$ cat config.mk
export PLATFORM = sky130hd
export DESIGN_NAME = rro_ctrl
export DESIGN_NICKNAME = d
export VERILOG_FILES = /design/src/sv/rro_pkg.sv /design/src/sv/rro_ctrl.sv
export SDC_FILE = /design/constraint.sdc
export NUM_CORES = 1
export LEC_CHECK = 0
export ABC_AREA = 1
export BUFFER_PORTS_ARGS = -buffer_cell sky130_fd_sc_hd__buf_2
export CAP_MARGIN = 15
export CORE_ASPECT_RATIO = 0.8
export CORE_MARGIN = 3
export CORE_UTILIZATION = 49
export CTS_CLUSTER_SIZE = 8
export DETAILED_ROUTE_END_ITERATION = 10
export PLACE_DENSITY = 0.78
export SYNTH_ARGS = -nofsm -noshare
export SYNTH_HDL_FRONTEND = slang
export SYNTH_SLANG_ARGS = --single-unit
$ cat constraint.sdc
create_clock -name clk -period 1.65 [get_ports clk]
set_input_delay 0.495 -clock clk [delete_from_list [all_inputs] [get_ports clk]]
set_output_delay 0.495 -clock clk [all_outputs]
set_load 0.02 [all_outputs]
$ cat src/sv/rro_pkg.sv
// Package: shared types, constants and state codes for the rectangle overlap checker.
`timescale 1ns / 1ps
package rro_pkg;
  localparam int MaxRects   = 256;
  localparam int CoordBits  = 25;
  localparam int RowBits    = 8;
  localparam int CfgIdxBits = 1;
  localparam logic [CfgIdxBits-1:0] RegThetaStep = 1'd0;
  localparam logic [CfgIdxBits-1:0] RegPhiStep   = 1'd1;

  typedef enum logic [12:0] {
    S_LOAD    = 13'b0000000000001,
    S_INS_I   = 13'b0000000000010,
    S_INS_IW  = 13'b0000000000100,
    S_INS_J   = 13'b0000000001000,
    S_INS_PW  = 13'b0000000010000,
    S_INS_CMP = 13'b0000000100000,
    S_CHK_A   = 13'b0000001000000,
    S_CHK_AW1 = 13'b0000010000000,
    S_CHK_AW2 = 13'b0000100000000,
    S_CHK_B   = 13'b0001000000000,
    S_CHK_BW  = 13'b0010000000000,
    S_CHK_CMP = 13'b0100000000000,
    S_POST    = 13'b1000000000000
  } state_t;

  // controller -> datapath
  typedef struct packed {
    logic store_in;     // write incoming rectangle at count
    logic ins_start;    // i := 0
    logic ins_fetch;    // read rect i, j := i
    logic lat_cur;      // capture rect i as the one to insert
    logic rd_prev;      // read order[j-1]
    logic cap_idx;      // capture the order entry just read
    logic ins_shift;    // order[j] := order[j-1], j--
    logic ins_place;    // order[j] := i, i++
    logic chk_start;    // j := 0
    logic lat_a;        // latch rect a, k := j+1
    logic rd_b;         // read order[k]
    logic next_b;       // k++
    logic next_a;       // j++
    logic set_fail;
    logic set_pass;
    logic publish;      // move verdict to output, clear the set
  } dp_cmd_t;

  // datapath -> controller
  typedef struct packed {
    logic full;
    logic ins_done;     // i == n
    logic j_zero;
    logic cur_before;   // cur sorts before order[j-1] rect
    logic a_done;       // j+1 >= n
    logic b_done;       // k >= n
    logic pair_fail;
    logic pair_stop;
  } dp_stat_t;
endpackage

$ cat src/sv/rro_ctrl.sv
// Controller: load, insertion sort and pair scan sequencing.
`timescale 1ns / 1ps
module rro_ctrl (
  input  logic              clk,
  input  logic              rst,
  input  logic              in_valid,
  output logic              in_ready,
  input  logic              in_last,
  output logic              out_valid,
  input  logic              out_ready,
  output rro_pkg::dp_cmd_t  cmd,
  input  rro_pkg::dp_stat_t stat
);
  rro_pkg::state_t state, state_next;
  logic res_held, res_held_next;

  always_ff @(posedge clk) begin
    if (rst) begin
      state    <= rro_pkg::S_LOAD;
      res_held <= 1'b0;
    end else begin
      state    <= state_next;
      res_held <= res_held_next;
    end
  end

  assign in_ready  = state == rro_pkg::S_LOAD;
  assign out_valid = res_held;

  always_comb begin
    state_next = state;
    res_held_next = res_held && !out_ready;
    cmd = '0;
    case (state)
      rro_pkg::S_LOAD: begin
        if (in_valid) begin
          cmd.store_in = 1'b1;
          if (in_last) begin
            cmd.ins_start = 1'b1;
            state_next = rro_pkg::S_INS_I;
          end
        end
      end
      rro_pkg::S_INS_I: begin
        if (stat.ins_done) begin
          cmd.chk_start = 1'b1;
          state_next = rro_pkg::S_CHK_A;
        end else begin
          cmd.ins_fetch = 1'b1;
          state_next = rro_pkg::S_INS_IW;
        end
      end
      rro_pkg::S_INS_IW: begin
        cmd.lat_cur = 1'b1;
        state_next = rro_pkg::S_INS_J;
      end
      rro_pkg::S_INS_J: begin
        if (stat.j_zero) begin
          cmd.ins_place = 1'b1;
          state_next = rro_pkg::S_INS_I;
        end else begin
          cmd.rd_prev = 1'b1;
          state_next = rro_pkg::S_INS_PW;
        end
      end
      rro_pkg::S_INS_PW: begin
        cmd.cap_idx = 1'b1;
        state_next = rro_pkg::S_INS_CMP;
      end
      rro_pkg::S_INS_CMP: begin
        if (stat.cur_before) begin
          cmd.ins_shift = 1'b1;
          state_next = rro_pkg::S_INS_J;
        end else begin
          cmd.ins_place = 1'b1;
          state_next = rro_pkg::S_INS_I;
        end
      end
      rro_pkg::S_CHK_A: begin
        if (stat.a_done) begin
          cmd.set_pass = 1'b1;
          state_next = rro_pkg::S_POST;
        end else begin
          state_next = rro_pkg::S_CHK_AW1;
        end
      end
      rro_pkg::S_CHK_AW1: begin
        cmd.cap_idx = 1'b1;
        state_next = rro_pkg::S_CHK_AW2;
      end
      rro_pkg::S_CHK_AW2: begin
        cmd.lat_a = 1'b1;
        state_next = rro_pkg::S_CHK_B;
      end
      rro_pkg::S_CHK_B: begin
        if (stat.b_done) begin
          cmd.next_a = 1'b1;
          state_next = rro_pkg::S_CHK_A;
        end else begin
          cmd.rd_b = 1'b1;
          state_next = rro_pkg::S_CHK_BW;
        end
      end
      rro_pkg::S_CHK_BW: begin
        cmd.cap_idx = 1'b1;
        state_next = rro_pkg::S_CHK_CMP;
      end
      rro_pkg::S_CHK_CMP: begin
        if (stat.pair_fail) begin
          cmd.set_fail = 1'b1;
          state_next = rro_pkg::S_POST;
        end else if (stat.pair_stop) begin
          cmd.next_a = 1'b1;
          state_next = rro_pkg::S_CHK_A;
        end else begin
          cmd.next_b = 1'b1;
          state_next = rro_pkg::S_CHK_B;
        end
      end
      rro_pkg::S_POST: begin
        // wait for the output register to free up
        if (!res_held || out_ready) begin
          cmd.publish = 1'b1;
          res_held_next = 1'b1;
          state_next = rro_pkg::S_LOAD;
        end
      end
      default: state_next = rro_pkg::S_LOAD;
    endcase
  end
endmodule

==> results.py, run 1 <==
metrics = {
    "clock_network": {
        "hold_buffers": 0,
        "cts_made_buffers": 3,
        "cts.sinks": 14,
        "clockRootBuffer": "clkbuf_4",
        "clockBufferDepth": 2,
        "cts.htree.levels": 1,
    },
    "yosys": {
        "syn_area_per_cell_sq_um": 6.56,
        "yosysSeqAreaShare_pct": 29.5,
        "synthesis.nets": 158,
        "yosys.area.top_type": "dfxtp_1",
        "synth_warnings": 0,
        "synth_area_sq_um": 951,
        "synth_cells": 145,
        "synth_area_leaders": "dfxtp_1, nand2_1, nor2_1",
        "yosysTopAreaCellShare_pct": 29.5,
        "ys_seq_elements": 14,
        "ys_types": 25,
    },
    "floorplan": {
        "die_h_um": 45.4,
        "rows": 13,
        "top_level_ports": 31,
        "initial_core_util_pct": 55.2,
        "fp.dieW_um": 55.3,
    },
    "placement": {
        "placed_cells_incl_taps": 216,
        "dpl.hpwl_mm": 2.04,
        "portBuffers": 29,
        "gp_congestion": 0.843,
    },
    "sta": {
        "postGrtWorstEndpoint": "cmd[15]",
        "endpoint_type": "output port",
    },
    "global_routing": {
        "grt_max_degree": 9,
    },
    "run_status": {
        "stop_stage": "5_1_grt",
        "outcome": "aborted with a tool error",
        "firstError": "[ERROR DPL-0038] Utilization greater than 100%, impossible to legalize",
    },
}
## synthesized netlist by cell type
cell	instances
nand3b_1	1
inv_2	1
nand4_1	3
nand2_1	31
nor2_2	9
buf_6	1
a21oi_1	1
inv_1	22
nand2_2	4
buf_1	1
o211ai_1	1
or2_2	1
nand3_2	2
nand3_1	9
nor2_1	27
nand2_4	2
nor3_1	5
nor4_2	2
o211a_1	2
dfxtp_1	14
o211ai_2	1
nor2_8	1
nor4_1	1
nor2_4	2
inv_4	1
## per-stage QoR
stage / hold slack, ps / instance area (sq um) / setup slack (ps)
after floorplan: 566 / 951 / 10.3
after global placement: 613 / 1270 / -38.5
after detailed placement: 644 / 1270 / -68.5
after CTS: 370 / 1640 / -310
## logic make-up after synthesis
kind of cell           count (synthesis)  synth area share (%)
AO/OA/AOI/OAI                          5                  4.74
AND/OR/NAND/NOR                      100                  54.5
buffers and inverters                 26                  11.3
flip-flops                            14                  29.5
## repair_timing
action / CTS
setup buffers: 18
endpoints found under the setup margin: 17
pin swaps: 13
resized for setup: 63
==> run 2, diff against run 1 <==
Settings changed: CORE_AREA set to 3 3 64 66, CORE_ASPECT_RATIO 0.8 to unset, CORE_MARGIN 3 to unset, CORE_UTILIZATION 49 to unset, CTS_CLUSTER_SIZE 8 to unset, DIE_AREA set to 0 0 67 69, PLACE_DENSITY 0.78 to unset, PLACE_DENSITY_LB_ADDON set to 0.15.
==> run 2 against run 1 <==
The flow now finishes, with violations (setup timing). Area after synthesis unchanged. Synthesized cell count unchanged.
==> results.py, run 2 <==
metrics = {
    "sta": {
        "period_share_pct": 120,
        "worstMarginPinSlew_ps": 231,
        "setup_viol": 18,
        "fmax_ghz": 0.507,
        "grt_setup_unrepaired": "yes",
        "clock-skew-final_ps": 2.78,
        "relSlewSlack_pct": 84.4,
        "fin_hold_ws_ps": 409,
        "layout_setup_ws_ps": -322,
        "setup-tns-final_ps": -4130,
        "period_needed_ps": 1970,
        "hold_viol": 0,
        "slew_viol_final": 0,
    },
    "finish": {
        "diodes": 0,
        "largest_register_ffs": 13,
        "top_register": "state",
        "fill_cells": 361,
        "layout-drive-gt1-share_pct": 68.1,
        "mostFrequentLayoutCells": "buf_4, nand2_1, inv_1",
        "syn2layout_area_growth_pct": 99.5,
        "final_nets": 243,
        "final_common_cell": "buf_4",
        "fin_cells": 277,
    },
    "critical_path": {
        "crit_family": "simple AND/OR/NAND/NOR gates",
        "startpoint": "state[10]",
        "cp_num_buf_inv": 2,
        "required_ps": 1150,
        "r2r_start": "state[10]",
        "slowest_delay_ps": 350,
        "cp-end-kind": "output port",
        "worstSetupStartpointType": "register",
        "crit_fanout": 6,
        "worstPathCellList": "nor2_4 -> nand2_2 -> nor2_4 -> buf_6 -> nand3_2 -> nand2_2 -> buf_6",
        "crit_arrival_ps": 1480,
        "reg2reg_depth": 12,
        "worst-r2r-setup-slack_ps": -30,
        "r2r-end": "state[0]",
        "crit_slowest_cell": "dfxtp_4",
        "critPathKind": "register to output port",
    },
    "route": {
        "drt-vias-per-instance": 4.40,
        "wl_per_cell_um": 11.6,
        "ant_nets": 0,
        "drt_pass1_iterations": 4,
        "drc": 0,
        "drt_iter0_markers": 53,
        "drt-total-wl_mm": 3.22,
        "vias": 1219,
    },
    "yosys": {
        "yosysTopAreaCellShare_pct": 29.5,
        "synth_simple_gate_area_share_pct": 54.5,
        "yosysSeqAreaShare_pct": 29.5,
        "yosysMostFrequentCell": "nand2_1",
        "yosys.area.top_type": "dfxtp_1",
        "synth_cells": 145,
        "synth_top_family_by_area": "simple AND/OR/NAND/NOR gates",
        "syn_area_per_cell_sq_um": 6.56,
        "synth_warnings": 0,
        "ys_types": 25,
        "yosys.area_share.adder_pct": 0,
        "synth_area_leaders": "dfxtp_1, nand2_1, nor2_1",
        "synth_area_sq_um": 951,
        "synth_edf_count": 0,
        "synth-compound-area-share_pct": 4.74,
        "synth_xor_area_share_pct": 0,
        "ys_async_sr_fraction_pct": 0,
        "ys_seq_elements": 14,
        "synthesis.nets": 158,
        "synth-main-ff-cell": "dfxtp_1",
        "synthMuxAreaShare_pct": 0,
        "netlist_top_cells_count": "nand2_1, nor2_1, inv_1, dfxtp_1",
    },
    "clock_network": {
        "cts.htree.levels": 1,
        "cts_made_buffers": 3,
        "clk_latency_ps": 250,
        "tritoncts": "yes",
        "clockBufferDepth": 2,
        "clockRootBuffer": "clkbuf_8",
        "worst_setup_hold_path_clk_slew_ps": 70,
        "cts.sinks": 14,
    },
    "global_routing": {
        "grt_pass1_wl_mm": 5.37,
        "grt.total_usage_pct": 14.9,
        "overflow": 0,
        "grt_max_degree": 9,
        "grt_pass1_vias": 1238,
        "antenna_found_initial": 0,
    },
    "placement": {
        "portBuffers": 29,
        "placed_cells_incl_taps": 249,
        "dpl.hpwl_mm": 2.19,
        "gp_congestion": 0.773,
        "post-place-ws_ps": -58.8,
    },
    "power_and_ir_drop": {
        "internal_power_mw": 1.11,
        "seqPwrFrac_pct": 21.6,
        "power_frac_comb_pct": 60.3,
        "power_switching_mw": 0.833,
        "ir_drop_mv": 0.338,
        "finalPower_mw": 1.95,
        "p_sw_share_pct": 42.8,
        "pwr-share-clk_pct": 18.1,
        "power.density_mw_per_mm2": 1030,
        "p_leak_nw": 0.985,
    },
    "run_status": {
        "outcome": "finished, violations left",
        "violations": "setup timing",
    },
    "worst_hold_path": {
        "min_to": "state[7]",
        "hold_depth": 2,
        "min-delay-start": "stat[3]",
        "hp-class": "input pin to register",
    },
    "floorplan": {
        "fp.dieW_um": 67,
        "die_h_um": 69,
        "initial_core_util_pct": 26.2,
        "rows": 22,
        "core_sq_mm": 0.00363,
        "top_level_ports": 31,
        "die_area_sq_mm": 0.00462,
    },
    "job": {
        "maxCapViolCount": 0,
    },
}
-- run 2: power groups by stage --
stage / Clock [mW] / Combinational, mW / Sequential [mW]
6_report: 0.351 / 1.17 / 0.421
5_1_grt: 0.389 / 1.27 / 0.425
4_1_cts: 0.359 / 1.06 / 0.416
3_5_place_dp: 0 / 0.839 / 0.411
3_3_place_gp: 0 / 0.836 / 0.411
2_1_floorplan: 0 / 0.543 / 0.407
-- run 2: cell type report --
cell class	count	area (sq um)	share of cell area (%)
Tap cell	48	60.1	3.17
Inverter	24	95.1	5.01
Sequential cell	14	294	15.5
Timing Repair Buffer	82	649	34.2
Multi-Input combinational cell	105	743	39.2
Clock buffer	4	55.1	2.90
-- run 2: worst max path at each step --
stage,to,slack [ps],cells after the start
after floorplan,cmd[11],10,6
after global placement,cmd[9],-50,7
after detailed placement,cmd[9],-60,7
after CTS,cmd[8],-270,7
after global routing,cmd[8],-370,7
final,cmd[8],-320,7
-- run 2: cells by family (layout without fill, tap and decap cells) --
group           count (synthesis)  in the layout
buf+inv                        26            110
compound gates                  5              5
flops                          14             14
simple gates                  100            100
-- run 2: routing by layer --
metal	vias to the layer above	GRT usage, %	part of all wire (%)
met5	-	0	0
met4	0	5.86	1.8
met3	8	2.61	6.1
met2	34	24.2	52
met1	555	18.9	40
li1	622	-	-
-- run 2: what timing repair did --
item,in CTS,in global routing
endpoints found under the setup margin,17,18
setup buffers,20,9
pin swaps,16,10
gates resized for setup,73,24
hold buffers,0,0
-- run 2: through the flow --
step | util (%) | cell area [sq um]
after floorplan | - | 951
after global placement | 37.4 | 1360
after detailed placement | 37.4 | 1360
after CTS | 49.3 | 1790
after global routing | 52.2 | 1900
final | 52.2 | 1900
No activity file was read; power rests on OpenSTA's default activity.
==> run 3, diff against run 2 <==
Settings changed: PLACE_DENSITY set to 0.58, PLACE_DENSITY_LB_ADDON 0.15 to unset.
==> run 3 against run 2 <==
The run still ends with setup timing left. Via count shrank 8.4%. Cell count shrank 7.2%. Worst setup slack gained 20 ps. Wire length is 11% lower. Cell area decreased by 10%. Combinational power is essentially flat. Register-to-register slack better by 150 ps. Largest power group unchanged. Clock-buffer cell count is the same. Clock power is 2% lower. Die area unchanged. Largest cell class unchanged.
==> results.py, run 3 (synthesis gave the netlist of run 2 again) <==
metrics = {
    "run_status": {
        "outcome": "finished, violations left",
        "violations": "setup timing",
    },
    "finish": {
        "mostFrequentLayoutCells": "buf_4, nand2_1, inv_1",
        "layout-drive-gt1-share_pct": 57.4,
        "diodes": 0,
        "final_common_cell": "buf_4",
        "syn2layout_area_growth_pct": 79.3,
        "final_nets": 223,
        "final_util_pct": 46.9,
        "largest_register_ffs": 13,
        "top_register": "state",
    },
    "power_and_ir_drop": {
        "power.density_mw_per_mm2": 1140,
        "ir_drop_mv": 0.544,
        "p_leak_nw": 0.903,
        "finalPower_mw": 1.95,
    },
    "critical_path": {
        "worst-r2r-setup-slack_ps": 120,
        "crit_fanout": 8,
        "required_ps": 1150,
        "crit_arrival_ps": 1460,
        "critPathKind": "register to output port",
        "worstSetupStartpointType": "register",
        "cp-end-kind": "output port",
        "reg2reg_depth": 10,
        "r2r_start": "state[10]",
        "r2r-end": "state[1]",
    },
    "sta": {
        "period_share_pct": 118,
        "clock-skew-final_ps": 2.55,
        "layout_setup_ws_ps": -302,
        "grt_setup_unrepaired": "yes",
        "worstMarginPinSlew_ps": 249,
        "setup_viol": 17,
        "hold_viol": 0,
        "period_needed_ps": 1950,
        "relSlewSlack_pct": 83.2,
        "slew_viol_final": 0,
        "fmax_ghz": 0.512,
    },
    "route": {
        "drc": 0,
        "drt_pass1_iterations": 4,
        "wl_per_cell_um": 11.2,
        "vias": 1116,
        "drt-total-wl_mm": 2.87,
        "ant_nets": 0,
        "drt-vias-per-instance": 4.34,
        "drt_iter0_markers": 24,
    },
    "clock_network": {
        "cts.htree.levels": 1,
        "tritoncts": "yes",
        "clockRootBuffer": "clkbuf_8",
        "clk_latency_ps": 250,
        "clockBufferDepth": 2,
        "cts_made_buffers": 3,
        "cts.sinks": 14,
        "hold_buffers": 0,
        "worst_setup_hold_path_clk_slew_ps": 60,
    },
    "global_routing": {
        "gr-usage-met2_pct": 20.5,
        "grt_pass1_wl_mm": 4.74,
        "overflow": 0,
        "antenna_found_initial": 0,
        "grt_max_degree": 9,
        "grt_pass1_vias": 1098,
        "use_met1_pct": 17.2,
        "met3_usage_pct": 2.77,
        "top_usage_layer": "met2",
        "grt.total_usage_pct": 13.2,
    },
    "worst_hold_path": {
        "min_to": "state[7]",
        "hold_depth": 2,
        "hp-class": "input pin to register",
        "min-delay-start": "stat[3]",
    },
    "placement": {
        "dpl.hpwl_mm": 2.06,
        "gp_congestion": 0.805,
        "portBuffers": 29,
    },
    "floorplan": {
        "die_h_um": 69,
        "fp.dieW_um": 67,
        "initial_core_util_pct": 26.2,
        "core_sq_mm": 0.00363,
        "die_area_sq_mm": 0.00462,
        "top_level_ports": 31,
        "rows": 22,
    },
    "job": {
        "maxCapViolCount": 0,
    },
}
[run 3: through the flow]
| step | TNS, ps | worst slack, ps | instances | instance area, sq um | hold slack [ps] |
|---|---|---|---|---|---|
| after floorplan | 0 | 10.3 | 145 | 951 | 566 |
| after global placement | -334 | -69.5 | 247 | 1360 | 607 |
| after detailed placement | -331 | -81.4 | 247 | 1360 | 610 |
| after CTS | -4490 | -294 | 254 | 1550 | 417 |
| after global routing | -5590 | -381 | 257 | 1710 | 427 |
| final | -4160 | -302 | 257 | 1710 | 422 |
[run 3: power breakdown]
group | switching (mW) | leakage, nW | internal [mW]
clock network | 0.134 | 0.0288 | 0.212
logic | 0.662 | 0.759 | 0.524
registers | 0.0369 | 0.116 | 0.378
[run 3: routing by layer]
metal | routed length (um) | up-vias | share of wire (%)
met5 | 0 | - | 0
met4 | 46 | 0 | 1.6
met3 | 164 | 6 | 5.7
met2 | 1320 | 35 | 46
met1 | 1340 | 493 | 47
li1 | - | 582 | -
[run 3: final cells by class]
| type | count | area (sq um) |
|---|---|---|
| clock buffers | 4 | 55.1 |
| fillers | 369 | 1930 |
| inverters | 24 | 95.1 |
| multi-input cells | 105 | 708 |
| flip-flops and latches | 14 | 287 |
| well taps | 48 | 60.1 |
| repair buffers | 62 | 500 |
[run 3: worst max-delay path by stage]
| stage | start | endpoint | slack [ps] | depth (start not counted) |
|---|---|---|---|---|
| after floorplan | state[10] | cmd[11] | 10 | 6 |
| after global placement | state[7] | cmd[2] | -70 | 6 |
| after detailed placement | state[7] | cmd[4] | -80 | 6 |
| after CTS | state[11] | cmd[7] | -290 | 7 |
| after global routing | state[6] | cmd[3] | -380 | 6 |
| final | state[6] | cmd[3] | -300 | 6 |
[run 3: timing repair]
item                       4_1_cts  5_1_grt
gates resized for setup         36       40
pin swaps                        8       12
setup endpoints to repair       17       17
buffers inserted                 3        3
[run 3: worst max-delay path: stages (launching register included)]
cell	delay, ps
dfxtp_2	340
nor2_4	150
nand2_4	110
nor2_8	210
nand4_1	160
nand2_1	110
buf_6	120
==> run 4, diff against run 3 <==
Settings changed: SKIP_CTS_REPAIR_TIMING set to 1.
==> run 4 against run 3 <==
The run still ends with setup timing left. Largest power group unchanged. Critical path type unchanged. Clock-buffer cell count did not move. Highest routed layer unchanged. Clock skew increased by 3.6 ps. Combinational power up 5%. Cell area rose by 1.8%.
==> results.py, run 4 (synthesis gave the netlist of run 2 again) <==
metrics = {
    "power_and_ir_drop": {
        "seqPwrFrac_pct": 20.5,
        "pwr-share-clk_pct": 17.2,
        "internal_power_mw": 1.14,
        "ir_drop_mv": 0.633,
        "power.density_mw_per_mm2": 1160,
        "p_sw_share_pct": 43.5,
        "power_frac_comb_pct": 62.3,
        "power_switching_mw": 0.874,
        "p_leak_nw": 0.914,
    },
    "global_routing": {
        "antenna_found_initial": 0,
        "grt_max_degree": 9,
        "grt_pass1_wl_mm": 4.32,
        "grt.total_usage_pct": 12.0,
        "overflow": 0,
        "grt_pass1_vias": 1002,
    },
    "sta": {
        "slew_viol_final": 0,
        "hold_viol": 0,
        "grt_setup_unrepaired": "yes",
        "relSlewSlack_pct": 82.0,
        "worstMarginPinSlew_ps": 269,
        "fin_hold_ws_ps": 420,
        "setup_viol": 17,
        "clock-skew-final_ps": 6.14,
        "fmax_ghz": 0.510,
        "layout_setup_ws_ps": -310,
        "period_needed_ps": 1960,
        "period_share_pct": 119,
    },
    "worst_hold_path": {
        "hold_depth": 2,
        "min-delay-start": "stat[3]",
        "min_to": "state[7]",
        "hp-class": "input pin to register",
    },
    "critical_path": {
        "worstSetupStartpointType": "register",
        "cp-end-kind": "output port",
        "critPathKind": "register to output port",
        "crit_fanout": 7,
        "r2r_start": "state[11]",
        "required_ps": 1150,
        "worst-r2r-setup-slack_ps": 110,
        "crit_arrival_ps": 1460,
        "reg2reg_depth": 11,
        "r2r-end": "state[0]",
    },
    "finish": {
        "final_common_cell": "buf_4",
        "mostFrequentLayoutCells": "buf_4, nand2_1, inv_1",
        "largest_register_ffs": 13,
        "fin_cells": 258,
        "final_nets": 224,
        "syn2layout_area_growth_pct": 82.5,
        "layout-drive-gt1-share_pct": 55.2,
        "top_register": "state",
        "diodes": 0,
    },
    "route": {
        "ant_nets": 0,
        "drt_iter0_markers": 26,
        "wl_per_cell_um": 11.0,
        "drc": 0,
        "drt-total-wl_mm": 2.84,
        "drt-vias-per-instance": 4.29,
        "drt_pass1_iterations": 4,
        "vias": 1106,
    },
    "clock_network": {
        "cts.htree.levels": 1,
        "clockBufferDepth": 2,
        "cts_made_buffers": 3,
        "tritoncts": "yes",
        "cts.sinks": 14,
        "clk_latency_ps": 250,
        "clockRootBuffer": "clkbuf_8",
        "worst_setup_hold_path_clk_slew_ps": 60,
    },
    "floorplan": {
        "die_h_um": 69,
        "core_sq_mm": 0.00363,
        "fp.dieW_um": 67,
        "die_area_sq_mm": 0.00462,
        "top_level_ports": 31,
        "initial_core_util_pct": 26.2,
        "rows": 22,
    },
    "placement": {
        "dpl.hpwl_mm": 2.06,
        "portBuffers": 29,
        "placed_cells_incl_taps": 247,
        "gp_congestion": 0.805,
    },
    "run_status": {
        "outcome": "finished, violations left",
        "violations": "setup timing",
    },
    "job": {
        "maxCapViolCount": 0,
    },
}
## run 4: changes by cell type in the layout (fill, tap and decap cells not counted), moves of 3 or more
cell | before | now
nor2_2 | 10 | 4
nor2_4 | 12 | 17
nand3_2 | 5 | 1
nand3_1 | 6 | 9
## run 4: cell type report
| class | count | area [sq um] |
|---|---|---|
| multi-input combinational | 105 | 732 |
| clock buffer | 4 | 55.1 |
| tap | 48 | 60.1 |
| sequential | 14 | 285 |
| fill | 361 | 1900 |
| inverter | 24 | 95.1 |
| timing repair buffer | 63 | 508 |
## run 4: per-stage QoR
step / area, sq um / util [%] / worst slack (ps) / TNS [ps] / power [mW]
after floorplan: 951 / - / 10.3 / 0 / 0.950
after global placement: 1360 / 37.3 / -69.5 / -334 / 1.29
after detailed placement: 1360 / 37.3 / -81.4 / -331 / 1.29
after CTS: 1410 / 38.8 / -370 / -5170 / 1.64
after global routing: 1740 / 47.8 / -399 / -5890 / 2.14
final: 1740 / 47.8 / -310 / -4410 / 2.01
## run 4: power by group through the flow
stage	logic, mW	clock network (mW)	registers [mW]
5_1_grt	1.35	0.369	0.418
4_1_cts	0.887	0.354	0.403
6_report	1.25	0.345	0.412
3_5_place_dp	0.880	0	0.411
2_1_floorplan	0.543	0	0.407
3_3_place_gp	0.877	0	0.411
## run 4: how the worst max path moves through the flow
stage               startpoint       to  slack, ps  cells after the start
floorplan            state[10]  cmd[11]         10                      6
global placement      state[7]   cmd[2]        -70                      6
detailed placement    state[7]   cmd[4]        -80                      6
CTS                   state[7]   cmd[4]       -370                      6
global route         state[11]   cmd[9]       -400                      7
finish               state[11]   cmd[9]       -310                      7
## run 4: per-layer routing
metal | track usage [%] | wire [um]
met1 | 16.4 | 1320
met2 | 17.7 | 1300
met3 | 2.44 | 179
met4 | 5.63 | 47
met5 | 0 | 0
## run 4: critical path: stages, from the launching register on
cell	delay [ps]
dfxtp_2	340
nor2_4	110
nand2_2	80
nor2_4	200
buf_12	160
nand2_4	60
nor2_4	130
buf_6	120
